--- config.mk ---
export PLATFORM = sky130hd
export DESIGN_NAME = hsv_to_rgb_converter
export DESIGN_NICKNAME = d
export VERILOG_FILES = /design/src/design/htr_pkg.sv /design/src/design/hsv_to_rgb_converter.sv
export VERILOG_INCLUDE_DIRS = /design/src /design/src/design
export SDC_FILE = /design/constraint.sdc
export NUM_CORES = 2
export LEC_CHECK = 0
export ABC_AREA = 0
export BUFFER_PORTS_ARGS = -buffer_cell sky130_fd_sc_hd__buf_4
export CORE_MARGIN = 4
export CORE_UTILIZATION = 55
export DETAILED_ROUTE_END_ITERATION = 6
export PLACE_DENSITY = 0.71
export RECOVER_POWER = 25
export SKIP_CTS_REPAIR_TIMING = 1
export SLEW_MARGIN = 25
export SYNTH_ARGS = -nofsm -noshare
export SYNTH_HDL_FRONTEND = slang
export SYNTH_SLANG_ARGS = --single-unit
--- constraint.sdc ---
create_clock -name clk -period 7.8 [get_ports clk]
set_input_delay 1.17 -clock clk [delete_from_list [all_inputs] [get_ports clk]]
set_output_delay 1.17 -clock clk [all_outputs]
set_load 0.02 [all_outputs]
--- src/design/hsv_to_rgb_converter_macros.svh ---
// Assertion macros shared by the HSV to RGB converter RTL.
// Depends on clk and rst_n being visible in the module that uses them.
`ifndef HSV_TO_RGB_CONVERTER_MACROS_SVH
`define HSV_TO_RGB_CONVERTER_MACROS_SVH

// Check a same-cycle implication, skipped while reset is held.
`define HTR_ASSERT_NOW(lbl, ante, cons, msg) \
  lbl: assert property (@(posedge clk) disable iff (!rst_n) (ante) |-> (cons)) \
    else $error(msg);

// Check that the consequent holds in the cycle after the antecedent, skipped while reset is held.
`define HTR_ASSERT_NEXT(lbl, ante, cons, msg) \
  lbl: assert property (@(posedge clk) disable iff (!rst_n) (ante) |=> (cons)) \
    else $error(msg);

`endif

--- src/design/htr_pkg.sv ---
// Widths, fixed-point constants and sector codes of the HSV to RGB converter.
// No dependencies.
package htr_pkg;

  localparam int HueW  = 15;
  localparam int SatW  = 9;
  localparam int LvlW  = 8;
  localparam int SecW  = 4;
  localparam int RemW  = 12;
  localparam int FracW = 16;
  localparam int OneW  = 25;

  localparam logic [SatW-1:0] SatOne  = 9'd256;
  localparam logic [OneW-1:0] ProdOne = 25'd16777216;
  localparam logic [FracW:0]  FracOne = 17'd65536;

  // 60 degrees is 15 * 256 hue units; hue[14:8] / 15 as (x * 137) >> 11
  localparam logic [7:0]  SecDiv     = 8'd15;
  localparam logic [7:0]  SecRecip   = 8'd137;
  localparam int          SecShift   = 11;
  // frac = rem * 256 / 15 as (rem * 1118482) >> 16
  localparam logic [20:0] FracRecip  = 21'd1118482;
  localparam int          FracShift  = 16;

  // Sector codes; 5 and the out-of-range sectors 6..8 share one mapping
  localparam logic [SecW-1:0] SecRedYel  = 4'd0;
  localparam logic [SecW-1:0] SecYelGrn  = 4'd1;
  localparam logic [SecW-1:0] SecGrnCyan = 4'd2;
  localparam logic [SecW-1:0] SecCyanBlu = 4'd3;
  localparam logic [SecW-1:0] SecBluMag  = 4'd4;

endpackage

--- src/design/hsv_to_rgb_converter.sv ---
// HSV to RGB converter: five-stage pipeline, one pixel per clock while the receiver is ready.
// Depends on htr_pkg and hsv_to_rgb_converter_macros.svh.
//
// Usage
//   Input beat : in_hue (1/64 degree), in_saturation (256 = 1.0), in_brightness.
//   Output beat: out_red, out_green, out_blue, truncated toward zero.
//   Both channels use valid/ready; a beat moves when valid and ready are high.
//   Throughput is one beat per cycle while out_ready is high, set by five
//   register stages with a valid bit each:
//     1 saturation clamp, sector by reciprocal multiply
//     2 remainder and in-sector fraction (reciprocal multiply)
//     3 s*f and s*(1-f) products, one-minus terms
//     4 multiply by value to form p, q, t
//     5 sector select / grey bypass into the output register
//   Each stage advances when it is empty or the next one advances, so a
//   stalled receiver holds only the filled stages; bubbles are squeezed out
//   and input keeps being taken until the pipe is full. Nothing is dropped
//   or repeated under stall.
//   Synchronous active-low reset empties all stages; payload is not reset.
`include "hsv_to_rgb_converter_macros.svh"

module hsv_to_rgb_converter (
  input  logic                        clk,
  input  logic                        rst_n,
  input  logic                        in_valid,
  output logic                        in_ready,
  input  logic [htr_pkg::HueW-1:0]    in_hue,
  input  logic [htr_pkg::SatW-1:0]    in_saturation,
  input  logic [htr_pkg::LvlW-1:0]    in_brightness,
  output logic                        out_valid,
  input  logic                        out_ready,
  output logic [htr_pkg::LvlW-1:0]    out_red,
  output logic [htr_pkg::LvlW-1:0]    out_green,
  output logic [htr_pkg::LvlW-1:0]    out_blue
);

  // Stage valid bits and enables
  logic [4:0] vld_r, vld_nxt;
  logic [4:0] en;

  always_comb begin
    en[4] = !vld_r[4] || out_ready;
    en[3] = !vld_r[3] || en[4];
    en[2] = !vld_r[2] || en[3];
    en[1] = !vld_r[1] || en[2];
    en[0] = !vld_r[0] || en[1];
  end

  assign in_ready  = en[0];
  assign out_valid = vld_r[4];

  always_comb begin
    vld_nxt[0] = en[0] ? in_valid : vld_r[0];
    vld_nxt[1] = en[1] ? vld_r[0] : vld_r[1];
    vld_nxt[2] = en[2] ? vld_r[1] : vld_r[2];
    vld_nxt[3] = en[3] ? vld_r[2] : vld_r[3];
    vld_nxt[4] = en[4] ? vld_r[3] : vld_r[4];
  end

  always_ff @(posedge clk) begin
    if (!rst_n) begin
      vld_r <= '0;
    end else begin
      vld_r <= vld_nxt;
    end
  end

  // ---------------- Stage 1: clamp, grey flag, sector ----------------
  logic [htr_pkg::SatW-1:0] sat_nxt;
  logic [14:0]              secp;
  logic [htr_pkg::SecW-1:0] s1_sec_nxt;

  logic [6:0]               s1_hhi_r;
  logic [7:0]               s1_hlo_r;
  logic [htr_pkg::SecW-1:0] s1_sec_r;
  logic [htr_pkg::SatW-1:0] s1_sat_r;
  logic [htr_pkg::LvlW-1:0] s1_val_r;
  logic                     s1_grey_r;

  always_comb begin
    sat_nxt    = (in_saturation > htr_pkg::SatOne) ? htr_pkg::SatOne : in_saturation;
    secp       = 15'(in_hue[14:8]) * 15'(htr_pkg::SecRecip);
    s1_sec_nxt = secp[htr_pkg::SecShift +: htr_pkg::SecW];
  end

  always_ff @(posedge clk) begin
    if (en[0]) begin
      s1_hhi_r  <= in_hue[14:8];
      s1_hlo_r  <= in_hue[7:0];
      s1_sec_r  <= s1_sec_nxt;
      s1_sat_r  <= sat_nxt;
      s1_val_r  <= in_brightness;
      s1_grey_r <= (in_saturation == '0);
    end
  end

  // ---------------- Stage 2: remainder and fraction ----------------
  logic [7:0]                s1_diff;
  logic [htr_pkg::RemW-1:0]  rem;
  logic [32:0]               fracp;

  logic [htr_pkg::FracW-1:0] s2_frac_r;
  logic [htr_pkg::SecW-1:0]  s2_sec_r;
  logic [htr_pkg::SatW-1:0]  s2_sat_r;
  logic [htr_pkg::LvlW-1:0]  s2_val_r;
  logic                      s2_grey_r;

  always_comb begin
    s1_diff = 8'(s1_hhi_r) - 8'(s1_sec_r) * htr_pkg::SecDiv;
    rem     = {s1_diff[3:0], s1_hlo_r};
    fracp   = 33'(rem) * 33'(htr_pkg::FracRecip);
  end

  always_ff @(posedge clk) begin
    if (en[1]) begin
      s2_frac_r <= fracp[htr_pkg::FracShift +: htr_pkg::FracW];
      s2_sec_r  <= s1_sec_r;
      s2_sat_r  <= s1_sat_r;
      s2_val_r  <= s1_val_r;
      s2_grey_r <= s1_grey_r;
    end
  end

  // ---------------- Stage 3: one-minus terms ----------------
  logic [htr_pkg::OneW-1:0] sf;
  logic [25:0]              tf;

  logic [htr_pkg::OneW-1:0] s3_qm_r;
  logic [htr_pkg::OneW-1:0] s3_tm_r;
  logic [htr_pkg::SatW-1:0] s3_pm_r;
  logic [htr_pkg::SecW-1:0] s3_sec_r;
  logic [htr_pkg::LvlW-1:0] s3_val_r;
  logic                     s3_grey_r;

  always_comb begin
    sf = 25'(s2_sat_r) * 25'(s2_frac_r);
    tf = 26'(s2_sat_r) * 26'(htr_pkg::FracOne - 17'(s2_frac_r));
  end

  always_ff @(posedge clk) begin
    if (en[2]) begin
      s3_qm_r   <= htr_pkg::ProdOne - sf;
      s3_tm_r   <= htr_pkg::ProdOne - tf[htr_pkg::OneW-1:0];
      s3_pm_r   <= htr_pkg::SatOne - s2_sat_r;
      s3_sec_r  <= s2_sec_r;
      s3_val_r  <= s2_val_r;
      s3_grey_r <= s2_grey_r;
    end
  end

  // ---------------- Stage 4: scale by value ----------------
  logic [32:0] qp, tp;
  logic [16:0] pp;

  logic [htr_pkg::LvlW-1:0] s4_p_r, s4_q_r, s4_t_r;
  logic [htr_pkg::SecW-1:0] s4_sec_r;
  logic [htr_pkg::LvlW-1:0] s4_val_r;
  logic                     s4_grey_r;

  always_comb begin
    qp = 33'(s3_val_r) * 33'(s3_qm_r);
    tp = 33'(s3_val_r) * 33'(s3_tm_r);
    pp = 17'(s3_val_r) * 17'(s3_pm_r);
  end

  always_ff @(posedge clk) begin
    if (en[3]) begin
      s4_q_r    <= qp[31:24];
      s4_t_r    <= tp[31:24];
      s4_p_r    <= pp[15:8];
      s4_sec_r  <= s3_sec_r;
      s4_val_r  <= s3_val_r;
      s4_grey_r <= s3_grey_r;
    end
  end

  // ---------------- Stage 5: sector select ----------------
  logic [htr_pkg::LvlW-1:0] r_nxt, g_nxt, b_nxt;
  logic [htr_pkg::LvlW-1:0] out_red_r, out_green_r, out_blue_r;

  always_comb begin
    case (s4_sec_r)
      htr_pkg::SecRedYel: begin
        r_nxt = s4_val_r; g_nxt = s4_t_r;   b_nxt = s4_p_r;
      end
      htr_pkg::SecYelGrn: begin
        r_nxt = s4_q_r;   g_nxt = s4_val_r; b_nxt = s4_p_r;
      end
      htr_pkg::SecGrnCyan: begin
        r_nxt = s4_p_r;   g_nxt = s4_val_r; b_nxt = s4_t_r;
      end
      htr_pkg::SecCyanBlu: begin
        r_nxt = s4_p_r;   g_nxt = s4_q_r;   b_nxt = s4_val_r;
      end
      htr_pkg::SecBluMag: begin
        r_nxt = s4_t_r;   g_nxt = s4_p_r;   b_nxt = s4_val_r;
      end
      default: begin
        // magenta-to-red sector, and hue at or past 360 degrees
        r_nxt = s4_val_r; g_nxt = s4_p_r;   b_nxt = s4_q_r;
      end
    endcase
    if (s4_grey_r) begin
      r_nxt = s4_val_r;
      g_nxt = s4_val_r;
      b_nxt = s4_val_r;
    end
  end

  always_ff @(posedge clk) begin
    if (en[4]) begin
      out_red_r   <= r_nxt;
      out_green_r <= g_nxt;
      out_blue_r  <= b_nxt;
    end
  end

  assign out_red   = out_red_r;
  assign out_green = out_green_r;
  assign out_blue  = out_blue_r;

  // ---------------- Assertions ----------------
  `HTR_ASSERT_NEXT(a_accept_fills, in_valid && in_ready, vld_r[0], "accepted beat not in stage 1")
  `HTR_ASSERT_NOW(a_sector_rem, vld_r[0], s1_diff < 8'(htr_pkg::SecDiv), "sector remainder out of range")
  `HTR_ASSERT_NOW(a_sat_clamp, vld_r[0], s1_sat_r <= htr_pkg::SatOne, "saturation not clamped")
  `HTR_ASSERT_NEXT(a_stall_hold, vld_r[3] && !en[3], vld_r[3] && $stable(s4_p_r), "stalled stage 4 lost data")
  `HTR_ASSERT_NEXT(a_grey_out, vld_r[3] && en[4] && s4_grey_r, (out_red == out_green) && (out_green == out_blue), "grey pixel not grey")

endmodule

==> flow_summary.json <==
{
  "max_freq_mhz": 136,
  "ys_types": 67,
  "critPathCaptureType": "flop",
  "dieArea_um2": 63100,
  "clock_sinks": 209,
  "synth-edff-count": 204,
  "cp_slowest_stage_delay_ps": 550,
  "fillCellCount": 4906,
  "relSlewSlack_pct": -30.4,
  "diodes": 0,
  "ant_nets": 0,
  "cts_tree": "done",
  "yosys.area.top_type": "fa_1",
  "synth_warnings": 0,
  "min_period_over_period_pct": 94.2,
  "routabilityCongestion": 0.904,
  "synth_flop_cell": "edfxtp_1",
  "clockRootBuffer": "clkbuf_16",
  "fin_area_um2": 34800,
  "io_buffers": 61,
  "grt_max_degree": 61,
  "synth.avg_cell_area_um2": 9.75,
  "num_vias": 22800,
  "io_pins": 62,
  "hpwl_um": 57800,
  "fin_cells": 4128,
  "dr.first_iter.drc_count": 1459,
  "grt_pass1_vias": 24700,
  "slowest_stage": "or4_1",
  "antenna_found_initial": 0,
  "cts.clk_slew.worst_paths_ps": 60,
  "grt_pass1_wl_um": 123000,
  "via_per_inst": 5.54,
  "max-cap-violations": 1,
  "dr.pass1.iters": 6,
  "drive_above_1_share_pct": 4.76,
  "grt_usage_pct": 23.8,
  "crit_top_cell": "fa_1",
  "period_needed_ps": 7350,
  "maxSlewViolCount": 38,
  "hold_ws_ps": 417,
  "htreeDepth": 1,
  "area_growth_pct": 7.07,
  "status": "finished, violations left",
  "wl_per_cell_um": 17.6,
  "post-place-cells": 4078,
  "placement.cell_area_um2": 33800,
  "core_area_um2": 58100,
  "worstPathArrival_ps": 7650,
  "critPathBufInv": 4,
  "ys_seq_elements": 209,
  "critPathMaxFanout": 9,
  "syn_nets": 4250,
  "start_util_pct": 55.9,
  "die_width_um": 251,
  "synth_area_um2": 32500,
  "worstPathCellList": "inv_1 -> ha_1 -> or3b_1 -> or4_1 -> nor2_1 -> xnor2_2 -> and2_1 -> fa_1 -> fa_1 -> inv_1 -> fa_1 -> fa_1 -> inv_1 -> fa_1 -> inv_1 -> ha_1 -> and3_1 -> or2_2 -> o22ai_1 -> nor3b_2 -> o21ai_1 -> a31oi_1 -> or4_1 -> o311a_1",
  "critical-path-top-delay-family": "adder cells",
  "die_h_um": 251,
  "drc": 0,
  "rsz0062_at_grt": "false",
  "finish.net_count": 4260,
  "finalSetupViolations": 0,
  "synth_area_leaders": "fa_1 (33%), edfxtp_1 (19%), ha_1 (13%)",
  "cts-buffers-inserted": 26,
  "synthCells": 3333,
  "tightest_slew_ps": 1960,
  "tns_ps": 0,
  "violations": "max-capacitance violations, max-slew violations",
  "grt_overflow_total": 0,
  "row_count": 88,
  "cp.required_ps": 8100,
  "start_kind": "flop",
  "clkLatencyLatePin_ps": 560,
  "hold_viol": 0,
  "clockBufferDepth": 3,
  "hold_class": "reg -> reg",
  "finClkSkew_ps": 26.1,
  "finalWirelength_um": 72800,
  "ys_seq_area_share_pct": 19.2,
  "path_class": "reg -> reg",
  "async_flop_share_pct": 0,
  "synth_top_area_share_pct": 32.9
}
per-layer routing:
layer	vias to the layer above	share of wire [%]	global-route usage (%)
met5	-	0	0
met4	0	3.0	6.47
met3	139	6.0	3.22
met2	685	49	41.3
met1	11600	42	31.7
li1	10500	-	-
synth_stat cells, drive strengths merged, types with 17 or more instances:
cell	count
xor2	31
nor2	68
nor3	30
a21o	32
edfxtp	204
and2	396
inv	639
o21ai	71
clkbuf	119
fa	534
nand2	432
nor2b	29
nand2b	17
ha	347
a21oi	81
xnor2	85
layout make-up:
| cell class | count | area (um^2) | share of cell area (%) |
|---|---|---|---|
| Multi-Input combinational cell | 2363 | 23500 | 67.4 |
| Inverter | 639 | 2400 | 6.89 |
| Sequential cell | 209 | 6230 | 17.9 |
| Tap cell | 765 | 957 | 2.75 |
| Timing Repair Buffer | 104 | 768 | 2.21 |
| Clock buffer | 30 | 697 | 2.00 |
| Clock inverter | 18 | 295 | 0.848 |
logic make-up (layout without fill, tap and decap cells):
kind of cell	Yosys count	in the layout	share of synthesized area, %
simple gates	1056	1056	16.5
fa+ha+maj	881	881	46.2
buf+inv	761	791	8.79
compound gates	309	309	6.12
flops	209	209	19.2
xor+xnor	116	116	3.15
mux	1	1	0.0308
worst paths after layout:
kind                startpoint           to  slack (ps)  depth (start not counted)
setup / recovery  s2_frac_r[1]  s3_tm_r[24]         450                         24
hold / removal     s1_sat_r[7]  s2_sat_r[7]         420                          0
setup reg to reg  s2_frac_r[1]  s3_tm_r[24]         450                         24
hold reg to reg    s1_sat_r[7]  s2_sat_r[7]         420                          0
through the flow:
stage          utilization, %  worst slack [ps]
3_5_place_dp             58.2               308
3_3_place_gp             58.1               483
5_1_grt                  59.9              53.5
2_1_floorplan               -               922
4_1_cts                  59.9               275
6_report                 59.9               453
flip-flops by register name, summed over array words and instances, names as in the netlist, 5 cells and up:
signal	count
s2_val_r	8
out_red	8
s1_val_r	8
s2_sat_r	9
s4_p_r	8
s3_val_r	8
s4_t_r	8
vld_r	5
s1_hlo_r	8
out_blue	8
s2_frac_r	16
s3_pm_r	9
out_green	8
s4_val_r	8
s4_q_r	8
s1_sat_r	9
s3_tm_r	24
s3_qm_r	25
cell usage in the layout, fill, tap and decap left out, types with 4 or more instances in the layout:
cell / Yosys / final
and3_1: 15 / 15
edfxtp_1: 204 / 204
a311oi_1: 8 / 8
a22oi_1: 16 / 16
a31oi_1: 13 / 13
or2_2: 5 / 5
nand4b_1: 4 / 4
nand2_1: 431 / 430
o21a_1: 13 / 13
clkbuf_1: 119 / 16
nand2b_1: 17 / 17
nor2_1: 68 / 67
nand4_1: 14 / 14
buf_4: 0 / 71
clkbuf_16: 0 / 27
a21boi_0: 4 / 4
o21ai_0: 71 / 70
ha_1: 347 / 347
fa_1: 534 / 534
nor3_1: 30 / 30
dfxtp_1: 5 / 5
o2111ai_1: 5 / 5
a211oi_1: 15 / 15
a21o_1: 32 / 32
xor2_1: 31 / 31
bufinv_16: 0 / 7
a31o_2: 6 / 6
clkbuf_4: 0 / 15
xnor2_1: 84 / 83
nor2b_1: 29 / 29
a21oi_1: 81 / 81
clkinv_2: 0 / 4
inv_1: 639 / 638
o211ai_1: 4 / 4
nand3_1: 15 / 14
nor4_1: 11 / 11
o21bai_1: 13 / 13
and2_1: 396 / 396
Power is not shown: default switching activity piles up to over one toggle a cycle in this logic, so the estimate is an artifact.
